<file path="src/design/itds_pkg.sv">
package itds_pkg;

   localparam int DIVIDER_STEPS = 256;
   localparam int CYCLE_LIMIT   = 512;

   localparam int CLK_W   = 32;
   localparam int FREQ_W  = 24;
   localparam int FILT_W  = 3;
   localparam int DIV_W   = 8;
   localparam int CYC_W   = 9;
   localparam int REQ_W   = 56;
   localparam int RSP_W   = 112;

   // fixed part of the base count: clock/freq - BASE_OFFSET - 2*filter
   localparam int BASE_OFFSET = 8;
   // smallest quotient that gives a usable period (period >= 2)
   localparam int QUO_MIN     = 4;

   typedef struct packed {
      logic             done;
      logic [CLK_W-1:0] quotient;
   } div_stat_type;

endpackage

</file>
<file path="src/design/itds_div.sv">
module itds_div (
   input  logic                          clock,
   input  logic                          reset,
   input  logic                          start,
   input  logic [itds_pkg::CLK_W-1:0]    dividend,
   input  logic [itds_pkg::FREQ_W-1:0]   divisor,
   output itds_pkg::div_stat_type        stat
);

   localparam int CNT_W = $clog2(itds_pkg::CLK_W);

   logic                          run_ff, run_in;
   logic [CNT_W-1:0]              cnt_ff, cnt_in;
   logic [itds_pkg::CLK_W-1:0]    quo_ff, quo_in;
   logic [itds_pkg::FREQ_W-1:0]   rem_ff, rem_in;
   logic [itds_pkg::FREQ_W-1:0]   dvs_ff, dvs_in;
   logic                          done_ff, done_in;
   logic [itds_pkg::FREQ_W:0]     trial;
   logic [itds_pkg::FREQ_W:0]     diff;

   // restoring step: one quotient bit per cycle, dividend shifts out of quo_ff msb
   assign trial = {rem_ff, quo_ff[itds_pkg::CLK_W-1]};
   assign diff  = trial - {1'b0, dvs_ff};

   always_comb begin
      run_in  = run_ff;
      cnt_in  = cnt_ff;
      quo_in  = quo_ff;
      rem_in  = rem_ff;
      dvs_in  = dvs_ff;
      done_in = 1'b0;
      if (start) begin
         run_in = 1'b1;
         cnt_in = '0;
         quo_in = dividend;
         rem_in = '0;
         dvs_in = divisor;
      end else if (run_ff) begin
         if (diff[itds_pkg::FREQ_W]) begin
            rem_in = trial[itds_pkg::FREQ_W-1:0];
            quo_in = {quo_ff[itds_pkg::CLK_W-2:0], 1'b0};
         end else begin
            rem_in = diff[itds_pkg::FREQ_W-1:0];
            quo_in = {quo_ff[itds_pkg::CLK_W-2:0], 1'b1};
         end
         cnt_in = cnt_ff + 1'b1;
         if (cnt_ff == CNT_W'(itds_pkg::CLK_W - 1)) begin
            run_in  = 1'b0;
            done_in = 1'b1;
         end
      end
   end

   always_ff @(posedge clock) begin
      if (reset) begin
         run_ff  <= 1'b0;
         done_ff <= 1'b0;
      end else begin
         run_ff  <= run_in;
         done_ff <= done_in;
      end
      cnt_ff <= cnt_in;
      quo_ff <= quo_in;
      rem_ff <= rem_in;
      dvs_ff <= dvs_in;
   end

   assign stat.done     = done_ff;
   assign stat.quotient = quo_ff;

endmodule

</file>
<file path="src/design/i2c_timing_divider_search.sv">
// channel | direction | tdata / tuser
// req     | in        | tdata[55:0]: clock_in_hz, bus_freq_hz
// rsp     | out       | tdata[111:0]: divider, cycles, timing words; tuser: status
// csr     | in        | csr_wdata[2:0]: filter_cycles
//
// One request at a time. A shared bit-serial divider first forms clock/freq, then
// tries dividers 1..256 in turn. Zero frequency skips both divisions, and a base
// count below 4 ends the request without trying any divider.
// A finished result waits in an output register; the next request is taken meanwhile.
// reset is synchronous; it clears the filter register and all control state.
module i2c_timing_divider_search (
   input  logic          clock,
   input  logic          reset,
   input  logic          csr_wen,
   input  logic [2:0]    csr_wdata,
   input  logic          req_tvalid,
   output logic          req_tready,
   input  logic [55:0]   req_tdata,   // clock_in_hz[31:0], bus_freq_hz[55:32]
   output logic          rsp_tvalid,
   input  logic          rsp_tready,
   output logic [111:0]  rsp_tdata,   // clock_divider[7:0], scl_cycles[16:8],
                                      // timing_word_one[48:17], timing_word_two[80:49],
                                      // timing_word_three[104:81], data_hold_word[111:105]
   output logic          rsp_tuser    // status
);

   localparam logic [2:0] ST_IDLE = 3'd0;
   localparam logic [2:0] ST_DIV1 = 3'd1;
   localparam logic [2:0] ST_BASE = 3'd2;
   localparam logic [2:0] ST_DIV2 = 3'd3;
   localparam logic [2:0] ST_DONE = 3'd4;

   localparam int CLK_W = itds_pkg::CLK_W;
   localparam int CYC_W = itds_pkg::CYC_W;
   localparam int DIV_W = itds_pkg::DIV_W;

   logic [2:0]                      state_ff, state_in;
   logic [itds_pkg::FILT_W-1:0]     filt_ff, filt_in;
   logic [CLK_W-1:0]                base_ff, base_in;
   logic [CYC_W-1:0]                cand_ff, cand_in;
   logic                            res_st_ff, res_st_in;
   logic [DIV_W-1:0]                res_dv_ff, res_dv_in;
   logic [CYC_W-1:0]                res_cy_ff, res_cy_in;
   logic                            rsp_valid_ff, rsp_valid_in;
   logic                            rsp_st_ff, rsp_st_in;
   logic [DIV_W-1:0]                rsp_dv_ff, rsp_dv_in;
   logic [CYC_W-1:0]                rsp_cy_ff, rsp_cy_in;

   logic                            div_start;
   logic [CLK_W-1:0]                div_dividend;
   logic [itds_pkg::FREQ_W-1:0]     div_divisor;
   itds_pkg::div_stat_type          div_stat;

   logic [CLK_W-1:0]                req_clk;
   logic [itds_pkg::FREQ_W-1:0]     req_freq;
   logic                            req_xfer;
   logic [5:0]                      base_sub;
   logic                            quo_ok;
   logic [CYC_W-2:0]                half;
   logic [CYC_W-3:0]                quarter;

   assign req_clk  = req_tdata[CLK_W-1:0];
   assign req_freq = req_tdata[55:CLK_W];
   assign req_tready = (state_ff == ST_IDLE);
   assign req_xfer = req_tvalid && req_tready;

   assign base_sub = 6'(itds_pkg::BASE_OFFSET) + {2'b00, filt_ff, 1'b0};
   assign quo_ok   = (div_stat.quotient >= CLK_W'(itds_pkg::QUO_MIN)) &&
                     (div_stat.quotient <  CLK_W'(itds_pkg::CYCLE_LIMIT + 2));

   itds_div u_div (
      .clock    (clock),
      .reset    (reset),
      .start    (div_start),
      .dividend (div_dividend),
      .divisor  (div_divisor),
      .stat     (div_stat)
   );

   always_comb begin
      state_in     = state_ff;
      filt_in      = filt_ff;
      base_in      = base_ff;
      cand_in      = cand_ff;
      res_st_in    = res_st_ff;
      res_dv_in    = res_dv_ff;
      res_cy_in    = res_cy_ff;
      rsp_valid_in = rsp_valid_ff;
      rsp_st_in    = rsp_st_ff;
      rsp_dv_in    = rsp_dv_ff;
      rsp_cy_in    = rsp_cy_ff;
      div_start    = 1'b0;
      div_dividend = base_ff;
      div_divisor  = {{(itds_pkg::FREQ_W - CYC_W){1'b0}}, cand_ff};

      if (csr_wen) begin
         filt_in = csr_wdata;
      end
      if (rsp_valid_ff && rsp_tready) begin
         rsp_valid_in = 1'b0;
      end

      unique case (state_ff)
         ST_IDLE: begin
            div_dividend = req_clk;
            div_divisor  = req_freq;
            if (req_xfer) begin
               res_st_in = 1'b1;
               res_dv_in = '0;
               res_cy_in = '0;
               if (req_freq == '0) begin
                  state_in = ST_DONE;
               end else begin
                  div_start = 1'b1;
                  state_in  = ST_DIV1;
               end
            end
         end
         ST_DIV1: begin
            if (div_stat.done) begin
               // base below QUO_MIN (or negative) can never give a valid period
               if (div_stat.quotient < CLK_W'(base_sub) + CLK_W'(itds_pkg::QUO_MIN)) begin
                  state_in = ST_DONE;
               end else begin
                  base_in  = div_stat.quotient - CLK_W'(base_sub);
                  cand_in  = CYC_W'(1);
                  state_in = ST_BASE;
               end
            end
         end
         ST_BASE: begin
            div_start = 1'b1;
            state_in  = ST_DIV2;
         end
         ST_DIV2: begin
            if (div_stat.done) begin
               if (quo_ok) begin
                  res_st_in = 1'b0;
                  res_dv_in = DIV_W'(cand_ff - 1'b1);
                  res_cy_in = CYC_W'(div_stat.quotient - CLK_W'(2));
                  state_in  = ST_DONE;
               end else if (cand_ff == CYC_W'(itds_pkg::DIVIDER_STEPS)) begin
                  state_in = ST_DONE;
               end else begin
                  cand_in     = cand_ff + 1'b1;
                  div_divisor = {{(itds_pkg::FREQ_W - CYC_W){1'b0}}, cand_ff + 1'b1};
                  div_start   = 1'b1;
               end
            end
         end
         ST_DONE: begin
            if (!rsp_valid_ff || rsp_tready) begin
               rsp_valid_in = 1'b1;
               rsp_st_in    = res_st_ff;
               rsp_dv_in    = res_dv_ff;
               rsp_cy_in    = res_cy_ff;
               state_in     = ST_IDLE;
            end
         end
         default: begin
            state_in = ST_IDLE;
         end
      endcase
   end

   always_ff @(posedge clock) begin
      if (reset) begin
         state_ff     <= ST_IDLE;
         filt_ff      <= '0;
         rsp_valid_ff <= 1'b0;
      end else begin
         state_ff     <= state_in;
         filt_ff      <= filt_in;
         rsp_valid_ff <= rsp_valid_in;
      end
      base_ff   <= base_in;
      cand_ff   <= cand_in;
      res_st_ff <= res_st_in;
      res_dv_ff <= res_dv_in;
      res_cy_ff <= res_cy_in;
      rsp_st_ff <= rsp_st_in;
      rsp_dv_ff <= rsp_dv_in;
      rsp_cy_ff <= rsp_cy_in;
   end

   // failure leaves divider and cycles at zero, so every word packs to zero
   assign half    = rsp_cy_ff[CYC_W-1:1];
   assign quarter = rsp_cy_ff[CYC_W-1:2];

   assign rsp_tvalid = rsp_valid_ff;
   assign rsp_tuser  = rsp_st_ff;
   assign rsp_tdata  = {
      quarter,                                   // data_hold_word
      rsp_dv_ff, 7'b0, rsp_cy_ff,                // timing_word_three
      1'b0, quarter, 8'b0, half, half,           // timing_word_two
      half, half, half, 8'b0,                    // timing_word_one
      rsp_cy_ff,                                 // scl_cycles
      rsp_dv_ff                                  // clock_divider
   };

endmodule

</file>
<file path="config.mk">
export PLATFORM = sky130hd
export DESIGN_NAME = i2c_timing_divider_search
export DESIGN_NICKNAME = d
export VERILOG_FILES = /design/src/design/itds_pkg.sv /design/src/design/itds_div.sv /design/src/design/i2c_timing_divider_search.sv
export SDC_FILE = /design/constraint.sdc
export NUM_CORES = 1
export LEC_CHECK = 0
export BUFFER_PORTS_ARGS = -buffer_cell sky130_fd_sc_hd__buf_2
export CORE_MARGIN = 8
export CORE_UTILIZATION = 43
export DETAILED_ROUTE_END_ITERATION = 16
export GPL_TIMING_DRIVEN = 0
export PLACE_DENSITY = 0.72
export REMOVE_ABC_BUFFERS = 1
export SLEW_MARGIN = 20
export SYNTH_ARGS = -nofsm -noshare
export SYNTH_HDL_FRONTEND = slang
export SYNTH_SLANG_ARGS = --single-unit
</file>
<file path="constraint.sdc">
create_clock -name clock -period 3.5 [get_ports clock]
set_input_delay 0.525 -clock clock [delete_from_list [all_inputs] [get_ports clock]]
set_output_delay 0.525 -clock clock [all_outputs]
set_load 0.01 [all_outputs]
</file>
==> impl_metrics.ini <==
[run_status]
status = finished clean

[worst_setup_path]
worstPathRequired_ns = 3.84
critPathMaxFanout = 13
worst_setup_path_end_kind = flip-flop
critPathLaunchType = flip-flop
rr_startpoint = u_div.quo_ff[31]
rrSetupSlack_ns = 0.16
reg2reg_to = u_div.rem_ff[0]
reg2reg_depth = 12
critPathArrivalTime_ns = 3.67
path_class = reg2reg

[yosys]
ys_ff_latch = 171
synth_top_area_cell = edfxtp_1
synth_area_leaders = edfxtp_1 (39%), dfxtp_1 (7.4%), buf_4 (7.0%)
ys_top_cells_by_count = edfxtp_1 (133), nor2_1 (123), buf_4 (96)
synth.cell_area_sq_mm = 0.0103
synth_ff_type = edfxtp_1
synth-edff-count = 133
synth_top_area_share_pct = 38.8
seq_area_frac_synth_pct = 46.2
yosysUniqueCellTypes = 71
syn_inst = 986
yosysWarnings = 0
synth.most_common_cell = edfxtp_1
async_flop_share_pct = 0
avgSynthCellArea_sq_um = 10.4

[pwr]
p_leak_uw = 0.00479
powerDensity_mw_per_mm2 = 586
ir_drop_uv = 335
total_power_uw = 6780

[routing]
wirelength_um = 23200
drcViolationCount = 0
avgRoutedWirePerCell_um = 16.5
vias = 7169
antenna_left = 0
first_pass_iters = 5
drt_iter0_markers = 508
viasPerCell = 5.10

[timing]
fmax_mhz = 300
setup_viol = 0
slew_violations = 0
min_period_ns = 3.34
rsz0062_at_grt = true
clock_skew_ns = 0.0158
hold_ws_ns = 0.367
tightest_slew_ns = 0.997
fin_crit_sh_pct = 95.4
hold_viol = 0
relSlewSlack_pct = 33.1

[cts]
worstSkewPairLatency_ns = 0.43
cts_sinks = 171
cts_max_path_buffers = 2
root_buffer = clkbuf_16
clkSlewWorstSetupHoldPaths_ns = 0.07
cts_tree = built
htree_levels = 4
cts_buffers = 17

[worst_hold_path]
worstHoldPathType = in2reg
holdPathEnd = filt_ff[2]
hp-start = csr_wdata[2]
whs_path_depth = 3

[floorplanning]
num_rows = 56
core_area_sq_mm = 0.0235
num_io_pins = 179
start_util_pct = 43.8
die_h_um = 171
die_width_um = 171
die-area_sq_mm = 0.0291

[place]
port_buffers = 154
gp_congestion = 0.848
hpwl_um = 17100

[job]
drv_cap = 0

[grt]
grt_max_degree = 33
grt_overflow_total = 0
grt_pass1_vias = 7008
grt_pass1_wl_um = 36100
track_usage_pct = 15.5
antenna_found_initial = 1

[layout]
syn_to_final_growth_pct = 12.5
finalNetCount = 1178
layout-drive-gt1-share_pct = 25.1
n_antenna_cell = 0
worst max-delay path, cell delays in order (launching register included):
cell,delay (ns)
edfxtp_1,0.46
inv_1,0.10
ha_1,0.23
fa_1,0.41
nand2b_1,0.20
a21o_1,0.20
a21o_1,0.21
a21o_1,0.22
a211o_1,0.38
nand3_4,0.12
buf_12,0.16
mux2_1,0.32
a211oi_1,0.24
state kept, by name, indices dropped and copies added (netlist names):
name	cells
rsp_tuser	1
rsp_tvalid	1
res_cy_ff	9
rsp_dv_ff	8
u_div.quo_ff	32
res_dv_ff	8
state_ff	3
u_div.rem_ff	24
u_div.cnt_ff	5
filt_ff	3
u_div.dvs_ff	24
base_ff	32
res_st_ff	1
cand_ff	9
u_div.run_ff	1
u_div.done_ff	1
rsp_cy_ff	9
worst max path at each step:
stage,from,endpoint,cells past startpoint
3_5_place_dp,u_div.quo_ff[6],u_div.quo_ff[12],11
3_3_place_gp,state_ff[1],u_div.quo_ff[8],4
5_1_grt,u_div.quo_ff[31],u_div.rem_ff[0],12
6_report,u_div.quo_ff[31],u_div.rem_ff[0],12
2_1_floorplan,state_ff[0],u_div.quo_ff[0],4
4_1_cts,u_div.quo_ff[12],u_div.quo_ff[3],11
placed cells by master (no fill, tap or decap), types with 20 or more instances in the layout:
master | netlist | routed
xor2_1 | 26 | 26
nand2_1 | 42 | 42
edfxtp_1 | 133 | 133
a21oi_2 | 31 | 31
mux2i_1 | 57 | 57
ha_1 | 37 | 37
dfxtp_1 | 38 | 37
conb_1 | 1 | 24
buf_2 | 13 | 154
xnor2_1 | 37 | 37
a21oi_1 | 36 | 36
and2_1 | 20 | 20
inv_1 | 50 | 49
nor2_1 | 123 | 122
routing by layer:
metal | GRT usage, % | vias up | part of all wire (%)
met2 | 26.5 | 168 | 49
li1 | - | 3558 | -
met1 | 19.6 | 3426 | 45
met3 | 3.53 | 15 | 5.3
met5 | 0 | - | 0.056
met4 | 4.08 | 2 | 0.84
per-stage QoR:
stage                     worst slack (ns)  cells   TNS, ns  utilization [%]  instance area [sq um]
after floorplan                      -6.67    870   -813.73                -                   9420
after global placement              -11.15   1343  -1428.84             45.1                  10600
after detailed placement            -0.281   1362     -7.86             46.2                  10800
after CTS                          0.00914   1394         0             48.7                  11400
after global routing               -0.0282   1406   -0.0360             49.3                  11600
final                                0.161   1406         0             49.3                  11600
area by class of cell:
cell class	count	area, sq um
clock buffer	18	429
clock inverter	13	144
fill	2104	11900
inverter	50	188
multi-input combinational	650	4540
sequential	171	4760
tap	319	399
timing repair buffer	185	1120
kinds of logic after synthesis:
family	count (synthesis)	share of synthesized area, %
simple gates	285	13.7
buf+inv	189	11.1
compound gates	177	12.7
flops	171	46.2
xor+xnor	63	5.36
mux	61	5.98
fa+ha+maj	39	4.89
other cells	1	0.0365
where the power goes:
part | internal (uW) | leakage [uW] | switching [uW]
sequential | 2440 | 0.00155 | 208
combinational | 1050 | 0.00297 | 1190
clock | 1050 | 0.000270 | 835
repair_timing:
item                                   4_1_cts  5_1_grt
gates cloned                                 0        1
pin swaps                                    1        1
hold buffers                                 0        0
endpoints found under the hold margin        0        0
buffers inserted                             1       11
setup endpoints to repair                   38       27
gates resized for setup                      2        4
Note: power is estimated with default switching activity, not from simulation.
